<file path="config.mk">
export PLATFORM = sky130hd
export DESIGN_NAME = per_node_deadband_change_detector_core
export DESIGN_NICKNAME = d
export VERILOG_FILES = /design/src/rtl/pndcd_pkg.sv /design/src/rtl/pndcd_lane.sv /design/src/rtl/pndcd_merge.sv /design/src/rtl/per_node_deadband_change_detector_core.sv
export VERILOG_INCLUDE_DIRS = /design/src /design/src/rtl
export SDC_FILE = /design/constraint.sdc
export NUM_CORES = 2
export LEC_CHECK = 0
export BUFFER_PORTS_ARGS = -buffer_cell sky130_fd_sc_hd__buf_2
export CAP_MARGIN = 20
export CORE_ASPECT_RATIO = 0.6
export CORE_UTILIZATION = 45
export CTS_CLUSTER_SIZE = 28
export DETAILED_ROUTE_END_ITERATION = 10
export GPL_TIMING_DRIVEN = 0
export SKIP_CTS_REPAIR_TIMING = 1
export SYNTH_ARGS = -nofsm -noshare
export SYNTH_HDL_FRONTEND = slang
export SYNTH_MEMORY_MAX_BITS = 65536
export SYNTH_SLANG_ARGS = --single-unit
</file>
<file path="constraint.sdc">
create_clock -name clk_i -period 16.8 [get_ports clk_i]
set_input_delay 3.36 -clock clk_i [delete_from_list [all_inputs] [get_ports clk_i]]
set_output_delay 3.36 -clock clk_i [all_outputs]
set_load 0.005 [all_outputs]
</file>
<file path="src/rtl/assert_macros.svh">
// Assertion macros shared by the deadband detector RTL.
`ifndef ASSERT_MACROS_SVH
`define ASSERT_MACROS_SVH

// Condition a implies c in the same cycle.
`define ASSERT_IMPLIES(lbl, clk, rstn, a, c) \
  lbl: assert property (@(posedge clk) disable iff (!rstn) (a) |-> (c)) \
    else $error("implication check failed");

// Condition a implies c in the next cycle.
`define ASSERT_NEXT(lbl, clk, rstn, a, c) \
  lbl: assert property (@(posedge clk) disable iff (!rstn) (a) |=> (c)) \
    else $error("next-cycle check failed");

// Condition a never holds.
`define ASSERT_NEVER(lbl, clk, rstn, a) \
  lbl: assert property (@(posedge clk) disable iff (!rstn) !(a)) \
    else $error("forbidden condition seen");

`endif

</file>
<file path="src/rtl/pndcd_pkg.sv">
// Shared types and constants of the per-node deadband change detector.
`default_nettype none

package pndcd_pkg;

  // Word layout on the stream ports
  localparam int NODE_W      = 4;
  localparam int COUNT_W     = 4;
  localparam int READING_W   = 32;
  localparam int IN_LANES    = 8;
  localparam int IN_TDATA_W  = 264;
  localparam int OUT_TDATA_W = 8;

  // Configuration register indexes
  localparam int CFG_IDX_W = 1;
  localparam logic [CFG_IDX_W-1:0] REG_ENABLE    = 1'b0;
  localparam logic [CFG_IDX_W-1:0] REG_THRESHOLD = 1'b1;

  localparam logic [READING_W-1:0] THRESHOLD_RESET = 32'h0001_0000;

  // Verdict for one record
  typedef struct packed {
    logic forward;
    logic rejected;
  } decision_t;

endpackage

`default_nettype wire

</file>
<file path="src/rtl/pndcd_lane.sv">
// One reading lane: baseline memory, last-write bypass and deadband compare.
`default_nettype none

module pndcd_lane #(
  parameter int NODE_COUNT = 16,
  parameter int SLOT_W     = 4
) (
  input  wire logic                               clk_i,
  input  wire logic                               rst_ni,
  input  wire logic                               rd_en_i,
  input  wire logic [SLOT_W-1:0]                  rd_addr_i,
  input  wire logic [SLOT_W-1:0]                  cmp_slot_i,
  input  wire logic [pndcd_pkg::READING_W-1:0]    cmp_cur_i,
  input  wire logic                               cmp_active_i,
  input  wire logic [pndcd_pkg::READING_W-1:0]    thresh_i,
  input  wire logic                               wr_en_i,
  output logic                                    hit_o
);
  import pndcd_pkg::*;

  logic [READING_W-1:0] mem_q [NODE_COUNT];
  logic [READING_W-1:0] rd_q;
  logic                 byp_v_q;
  logic [SLOT_W-1:0]    byp_slot_q;
  logic [READING_W-1:0] byp_data_q;
  logic [READING_W-1:0] base;
  logic signed [READING_W+1:0] cur_x, base_x, thr_x, diff_hi, diff_lo;

  // Baseline memory: one write and one registered read per cycle
  always_ff @(posedge clk_i) begin
    if (wr_en_i) begin
      mem_q[cmp_slot_i] <= cmp_cur_i;
    end
    if (rd_en_i) begin
      rd_q <= mem_q[rd_addr_i];
    end
  end

  // Last write of this lane, covers a read issued on the same edge
  always_ff @(posedge clk_i or negedge rst_ni) begin
    if (!rst_ni) begin
      byp_v_q <= 1'b0;
    end else if (wr_en_i) begin
      byp_v_q <= 1'b1;
    end
  end

  always_ff @(posedge clk_i) begin
    if (wr_en_i) begin
      byp_slot_q <= cmp_slot_i;
      byp_data_q <= cmp_cur_i;
    end
  end

  assign base = (byp_v_q && (byp_slot_q == cmp_slot_i)) ? byp_data_q : rd_q;

  // |cur - base| >= thr  <=>  cur-base-thr >= 0  or  cur-base+thr <= 0
  always_comb begin
    cur_x   = {{2{cmp_cur_i[READING_W-1]}}, cmp_cur_i};
    base_x  = {{2{base[READING_W-1]}}, base};
    thr_x   = {2'b00, thresh_i};
    diff_hi = cur_x - base_x - thr_x;
    diff_lo = cur_x - base_x + thr_x;
    hit_o   = cmp_active_i &&
              (!diff_hi[READING_W+1] || diff_lo[READING_W+1] || (diff_lo == '0));
  end

endmodule

`default_nettype wire

</file>
<file path="src/rtl/pndcd_merge.sv">
// Merge of lane hits with per-node baseline-valid flags into the verdict.
`default_nettype none

`include "assert_macros.svh"

module pndcd_merge #(
  parameter int NODE_COUNT = 16,
  parameter int LANE_COUNT = 8,
  parameter int SLOT_W     = 4
) (
  input  wire logic                             clk_i,
  input  wire logic                             rst_ni,
  input  wire logic [LANE_COUNT-1:0]            hits_i,
  input  wire logic [pndcd_pkg::NODE_W-1:0]     node_id_i,
  input  wire logic [pndcd_pkg::COUNT_W-1:0]    field_count_i,
  input  wire logic                             enable_i,
  input  wire logic                             commit_i,
  output pndcd_pkg::decision_t                  dec_o,
  output logic                                  wr_en_o
);
  import pndcd_pkg::*;

  logic [NODE_COUNT-1:0] valid_q;
  logic [SLOT_W-1:0]     slot;
  logic                  in_range;
  logic                  count_ok;

  assign slot     = SLOT_W'(node_id_i);
  assign in_range = int'(node_id_i) < NODE_COUNT;
  assign count_ok = int'(field_count_i) <= LANE_COUNT;

  // Verdict: reject first, else forward on missing baseline or any hit
  always_comb begin
    dec_o.rejected = !enable_i || !count_ok || !in_range;
    dec_o.forward  = !dec_o.rejected && (!valid_q[slot] || (|hits_i));
    wr_en_o        = commit_i && dec_o.forward;
  end

  // Baseline-valid flags
  always_ff @(posedge clk_i or negedge rst_ni) begin
    if (!rst_ni) begin
      valid_q <= '0;
    end else if (wr_en_o) begin
      valid_q[slot] <= 1'b1;
    end
  end

  `ASSERT_NEXT(a_valid_set, clk_i, rst_ni, wr_en_o, valid_q[$past(slot)])
  `ASSERT_NEVER(a_no_fwd_rej, clk_i, rst_ni, dec_o.forward && dec_o.rejected)

endmodule

`default_nettype wire

</file>
<file path="src/rtl/per_node_deadband_change_detector_core.sv">
// Top level of the per-node deadband change detector.
//
// Input stream (s_axis): one word per telemetry record holding node number,
// valid field count and eight signed Q16.16 readings. Output stream (m_axis):
// one word per record with forward, rejected and the echoed node number.
// Configuration: cfg_we_i writes register cfg_idx_i (0 enable, 1 threshold)
// with cfg_wdata_i on the rising edge; write only while no record is in flight.
// A record accepted on s_axis passes the compare stage and output registers
// to m_axis. Throughput: one record per cycle unless m_axis stalls; the lanes
// compare in parallel and each lane's baseline memory takes one read and one
// write per cycle, with a last-write bypass for back-to-back same-node records.
// Reset: enable cleared, threshold 1.0, all baseline-valid flags cleared;
// baseline memories are not cleared and hold no defined value until written.
// Stall: the output register holds its word while m_axis_tready is low; one
// more record can enter the compare stage, after which s_axis_tready drops.
`default_nettype none

`include "assert_macros.svh"

module per_node_deadband_change_detector_core #(
  parameter int NODE_COUNT = 16,
  parameter int LANE_COUNT = 8
) (
  input  wire logic                                clk_i,
  input  wire logic                                rst_ni,
  // Record stream in
  input  wire logic                                s_axis_tvalid,
  output logic                                     s_axis_tready,
  // node_id[3:0], field_count[7:4], reading_0[39:8] ... reading_7[263:232]
  input  wire logic [pndcd_pkg::IN_TDATA_W-1:0]    s_axis_tdata,
  // Verdict stream out
  output logic                                     m_axis_tvalid,
  input  wire logic                                m_axis_tready,
  // forward[0], rejected[1], node_out[5:2], zero[7:6]
  output logic [pndcd_pkg::OUT_TDATA_W-1:0]        m_axis_tdata,
  // Configuration write port
  input  wire logic                                cfg_we_i,
  input  wire logic [pndcd_pkg::CFG_IDX_W-1:0]     cfg_idx_i,
  input  wire logic [pndcd_pkg::READING_W-1:0]     cfg_wdata_i
);
  import pndcd_pkg::*;

  localparam int SLOT_W = (NODE_COUNT > 1) ? $clog2(NODE_COUNT) : 1;

  // Configuration registers
  logic                 enable_q;
  logic [READING_W-1:0] thresh_q;

  // Compare stage
  logic                 s1_v_q;
  logic [NODE_W-1:0]    s1_node_q;
  logic [COUNT_W-1:0]   s1_count_q;
  logic [READING_W-1:0] s1_rd_q [LANE_COUNT];

  // Output register
  logic                 out_v_q;
  logic                 out_fwd_q;
  logic                 out_rej_q;
  logic [NODE_W-1:0]    out_node_q;

  logic                  s1_adv;
  logic                  in_acc;
  logic                  commit;
  logic                  wr_en;
  logic [LANE_COUNT-1:0] hits;
  logic [LANE_COUNT-1:0] active;
  decision_t             dec;

  assign s1_adv        = !out_v_q || m_axis_tready;
  assign s_axis_tready = !s1_v_q || s1_adv;
  assign in_acc        = s_axis_tvalid && s_axis_tready;
  assign commit        = s1_v_q && s1_adv;

  // Configuration writes
  always_ff @(posedge clk_i or negedge rst_ni) begin
    if (!rst_ni) begin
      enable_q <= 1'b0;
      thresh_q <= THRESHOLD_RESET;
    end else if (cfg_we_i) begin
      unique case (cfg_idx_i)
        REG_ENABLE:    enable_q <= cfg_wdata_i[0];
        REG_THRESHOLD: thresh_q <= cfg_wdata_i;
        default:       ;
      endcase
    end
  end

  // Compare stage occupancy
  always_ff @(posedge clk_i or negedge rst_ni) begin
    if (!rst_ni) begin
      s1_v_q <= 1'b0;
    end else if (s_axis_tready) begin
      s1_v_q <= s_axis_tvalid;
    end
  end

  // Compare stage payload
  always_ff @(posedge clk_i) begin
    if (in_acc) begin
      s1_node_q  <= s_axis_tdata[NODE_W-1:0];
      s1_count_q <= s_axis_tdata[NODE_W +: COUNT_W];
      for (int l = 0; l < LANE_COUNT; l++) begin
        s1_rd_q[l] <= s_axis_tdata[NODE_W + COUNT_W + READING_W*l +: READING_W];
      end
    end
  end

  // Lanes: one baseline memory and comparator each
  for (genvar l = 0; l < LANE_COUNT; l++) begin : g_lane
    assign active[l] = int'(s1_count_q) > l;

    pndcd_lane #(
      .NODE_COUNT (NODE_COUNT),
      .SLOT_W     (SLOT_W)
    ) u_lane (
      .clk_i        (clk_i),
      .rst_ni       (rst_ni),
      .rd_en_i      (in_acc),
      .rd_addr_i    (SLOT_W'(s_axis_tdata[NODE_W-1:0])),
      .cmp_slot_i   (SLOT_W'(s1_node_q)),
      .cmp_cur_i    (s1_rd_q[l]),
      .cmp_active_i (active[l]),
      .thresh_i     (thresh_q),
      .wr_en_i      (wr_en && active[l]),
      .hit_o        (hits[l])
    );
  end

  // Verdict and baseline-valid flags
  pndcd_merge #(
    .NODE_COUNT (NODE_COUNT),
    .LANE_COUNT (LANE_COUNT),
    .SLOT_W     (SLOT_W)
  ) u_merge (
    .clk_i         (clk_i),
    .rst_ni        (rst_ni),
    .hits_i        (hits),
    .node_id_i     (s1_node_q),
    .field_count_i (s1_count_q),
    .enable_i      (enable_q),
    .commit_i      (commit),
    .dec_o         (dec),
    .wr_en_o       (wr_en)
  );

  // Output register
  always_ff @(posedge clk_i or negedge rst_ni) begin
    if (!rst_ni) begin
      out_v_q <= 1'b0;
    end else if (s1_adv) begin
      out_v_q <= s1_v_q;
    end
  end

  always_ff @(posedge clk_i) begin
    if (commit) begin
      out_fwd_q  <= dec.forward;
      out_rej_q  <= dec.rejected;
      out_node_q <= s1_node_q;
    end
  end

  assign m_axis_tvalid = out_v_q;
  assign m_axis_tdata  = {2'b00, out_node_q, out_rej_q, out_fwd_q};

  `ASSERT_NEVER(a_out_fwd_rej, clk_i, rst_ni, m_axis_tvalid && out_fwd_q && out_rej_q)
  `ASSERT_IMPLIES(a_stall_blocks, clk_i, rst_ni, s1_v_q && out_v_q && !m_axis_tready, !s_axis_tready)
  `ASSERT_NEXT(a_commit_out, clk_i, rst_ni, commit, out_v_q)

endmodule

`default_nettype wire
</file>
==> key figures <==
Cells and area
  • Commonest non-fill, non-tap cell in the layout: edfxtp_1
  • Synth-to-Final Area Change: 16.2%
  • Fill cells: 38,500
  • Fraction of layout cells with a size suffix above 1: 0.254
  • Commonest non-fill, non-tap cells in the layout: edfxtp_1, mux4_2, ha_1, buf_4, a21oi_1
  • Nets: 15,400

STA
  • Max-slew headroom: 0.122
  • Worst hold slack: 0.465 ns
  • Final Cycle Share: 0.897
  • Clk_skew: 0.0811 ns
  • Fmax: 66.3 MHz
  • Max-slew violation count: 0
  • RSZ-0062 raised after global routing: false
  • Final setup viols: 0
  • Min Tclk post-route: 15.08 ns
  • Hold Vio Cnt, Final: 0
  • Worst Tran Pin Value: around 1.3 ns
  • Post-route setup TNS: 0 ns

Logic synthesis
  • Mapped Area: 0.220 sq mm
  • Post-synthesis mux area share: 0.147
  • Main combinational cell family by area after synthesis: multiplexers
  • Post-Synth XOR/XNOR Area: 0.0122
  • Number of synthesized flops with an enable pin: ~5,000
  • Ys Warns: 0
  • Synth Area per Inst: roughly 18 sq um
  • Post-Synth Simple-Gate Area: 0.0440
  • Seq cells post-synth: between 4,000 and 5,000
  • Async SR Flop Fraction: 0.0119
  • Post-synth cell types: 102
  • Post-synthesis sequential area ratio: 0.676
  • Adder-cell area share of the yosys netlist: 0.0478
  • Ys flop type: edfxtp_1
  • Synth Area in Compound Gates: 0.0567
  • Cell count after synthesis: 12,400

Detailed routing
  • Drc violations: 2
  • Antenna Violating Nets Remaining: 0
  • Wire per inst: 34.4 um
  • 1st-iter DRT viols: 18,400
  • Detailed Route WL: between 700 and 800 mm
  • Via count: approximately 130k
  • Drt via density: 6.25
  • Drt pass-1 iters: 11

Placed design
  • Port bufs: 309
  • Placer Congestion: 0.953
  • Post-DP HPWL: 552 mm

Critical path
  • CP max FO: 10
  • Slowest stage cell on the critical path: nor4_2
  • FF-to-FF Start: s1_node_q[0]
  • Classification of the worst setup path: reg -> reg
  • CP Launch Type: register
  • Critical path required time: 17.53 ns
  • Arrival @ worst endpoint: 15.80 ns
  • CP endpoint kind: register
  • Crit path to: g_lane[5].u_lane.mem_q[10][3]
  • Reg2reg end: g_lane[5].u_lane.mem_q[10][3]
  • Crit. Startpoint: s1_node_q[0]
  • Buf/Inv on CP: 12
  • Critical path depth: 40
  • Reg2reg path depth: 40
  • Most used cell, CP: buf_4
  • Worst path max stage delay: 0.89 ns
  • Flop2flop setup slack: 1.72 ns
  • Delay-heaviest family, CP: simple AND/OR/NAND/NOR gates

Power
  • P_int: 21,900 uW
  • Leakage: 0.0861 uW
  • PwrDens: 124 mW/mm^2
  • Switching pwr: 9770 uW
  • Logic pwr share: 0.221
  • Switching share of power: 0.308
  • Pwr Total: 31,700 uW
  • Reg power frac: 0.450
  • Clock power frac: 0.329
  • VDD IR max: 0.100 mV

Floorplan
  • Die Span Y: 544 um
  • Die width: 905 um
  • I/O pins: ~310
  • Initial core utilization: 0.453
  • # rows: 198
  • Core box area: 0.486 sq mm
  • Die Area: 0.492 sq mm

Clocking
  • H-tree depth reported by CTS: 5
  • CTS buffer count: 440
  • CTS clk-pin slew, worst paths: ~0.070 ns
  • Later-pin clock latency in the skew report: 1.08 ns
  • Clock root buffer master: clkbuf_16
  • Worst-case clock buffer depth: 4
  • CTS sink cnt: 4,969
  • CTS tree: yes

GRT
  • GR Util All Layers: 0.290
  • Gr ovfl total: 0
  • Antenna violations before repair: 55
  • Largest net degree at the start of global routing: 60
  • Vias in the first global route: approximately 130k
  • Global-route wire length before repair: around 1000 mm

Min path
  • Hold Path Stages: 2
  • Hold Crit Class: reg -> reg

Status
  • Status: complete, but fails checks
  • Failing checks: DRC

Run
  • Max cap viols: 0
metal layers:
metal	global-route usage	wire [um]	vias up
li1	-	-	54500
met1	0.464	336000	69600
met2	0.394	295000	7003
met3	0.0634	71500	951
met4	0.0896	25100	8
met5	0	55	-
layout make-up:
cell class | count | area, sq um | share of cell area
clock inverters | 323 | 3450 | 0.0135
well taps | 6500 | 8130 | 0.0318
inverters | 376 | 1410 | 0.00552
flip-flops and latches | 4969 | 149000 | 0.582
plain buffers | 537 | 2140 | 0.00836
repair buffers | 1366 | 11800 | 0.0459
multi-input cells | 6532 | 68700 | 0.269
clock buffers | 498 | 11200 | 0.0440
diodes | 33 | 82.6 | 0.000323
state kept, by name (all words and copies together) (netlist names):
name and count:
enable_q 1, g_lane.u_lane.byp_data_q 256, g_lane.u_lane.byp_slot_q 32, g_lane.u_lane.byp_v_q 8, g_lane.u_lane.mem_q 4096, g_lane.u_lane.rd_q 256
m_axis_tvalid 1, out_fwd_q 1, out_node_q 4, out_rej_q 1, s1_count_q 4, s1_node_q 4
s1_rd_q 256, s1_v_q 1, thresh_q 32, u_merge.valid_q 16
worst min-delay path: stages (launching register included):
cell	delay [ns]
dfrtp_1	0.32
inv_1	0.06
o31ai_1	0.06
power groups by stage:
| stage | Clock, uW | Combinational, uW | Sequential (uW) |
|---|---|---|---|
| after floorplan | 0 | 4170 | 14300 |
| after global placement | 0 | 6530 | 14700 |
| after detailed placement | 0 | 6740 | 14500 |
| after CTS | 10600 | 6780 | 14200 |
| after global routing | 11000 | 7450 | 14300 |
| final | 10400 | 7010 | 14200 |
per-stage QoR:
stage | utilization | cells | cell area (sq um) | setup WS [ns]
after global routing | 0.526 | 21100 | 256000 | 1.46
after floorplan | - | 12400 | 220000 | 0.534
after detailed placement | 0.495 | 20200 | 240000 | 2.15
after CTS | 0.525 | 21100 | 255000 | 2.06
after global placement | 0.473 | 19200 | 230000 | -11.48
final | 0.526 | 21100 | 256000 | 1.72
worst min path at each step:
stage	start	endpoint
after floorplan	g_lane[0].u_lane.byp_v_q	g_lane[0].u_lane.byp_v_q
after global placement	g_lane[1].u_lane.byp_v_q	g_lane[1].u_lane.byp_v_q
after detailed placement	g_lane[2].u_lane.byp_v_q	g_lane[2].u_lane.byp_v_q
after CTS	g_lane[2].u_lane.byp_v_q	g_lane[2].u_lane.byp_v_q
after global routing	u_merge.valid_q[13]	u_merge.valid_q[13]
final	g_lane[2].u_lane.byp_v_q	g_lane[2].u_lane.byp_v_q
cell families after synthesis:
kind of cell	Yosys count
compound gates	1888
xor+xnor	307
fa+ha+maj	832
buf+inv	913
flops	4969
mux	1626
other cells	1
simple gates	1877
cell usage after synthesis, types with 72 or more instances:
cell | n | area [sq um]
nor3_1 | 195 | 976
a211oi_1 | 83 | 623
nor2_1 | 472 | 1770
nor4_1 | 259 | 1620
ha_1 | 816 | 10200
o21bai_1 | 101 | 758
o21ai_0 | 317 | 1590
inv_1 | 374 | 1400
o31ai_1 | 96 | 721
clkbuf_1 | 445 | 1670
mux4_2 | 1285 | 28900
xnor2_1 | 235 | 2060
o21a_1 | 77 | 578
nand3_1 | 135 | 676
a21o_1 | 129 | 968
a21oi_1 | 541 | 2710
nor2b_1 | 133 | 832
edfxtp_1 | 4910 | 147000
xor2_1 | 72 | 631
nand2_1 | 259 | 972
nand4_1 | 93 | 582
mux2i_1 | 288 | 2880
nand2b_1 | 82 | 513
Power figures use the tool's default switching activity.
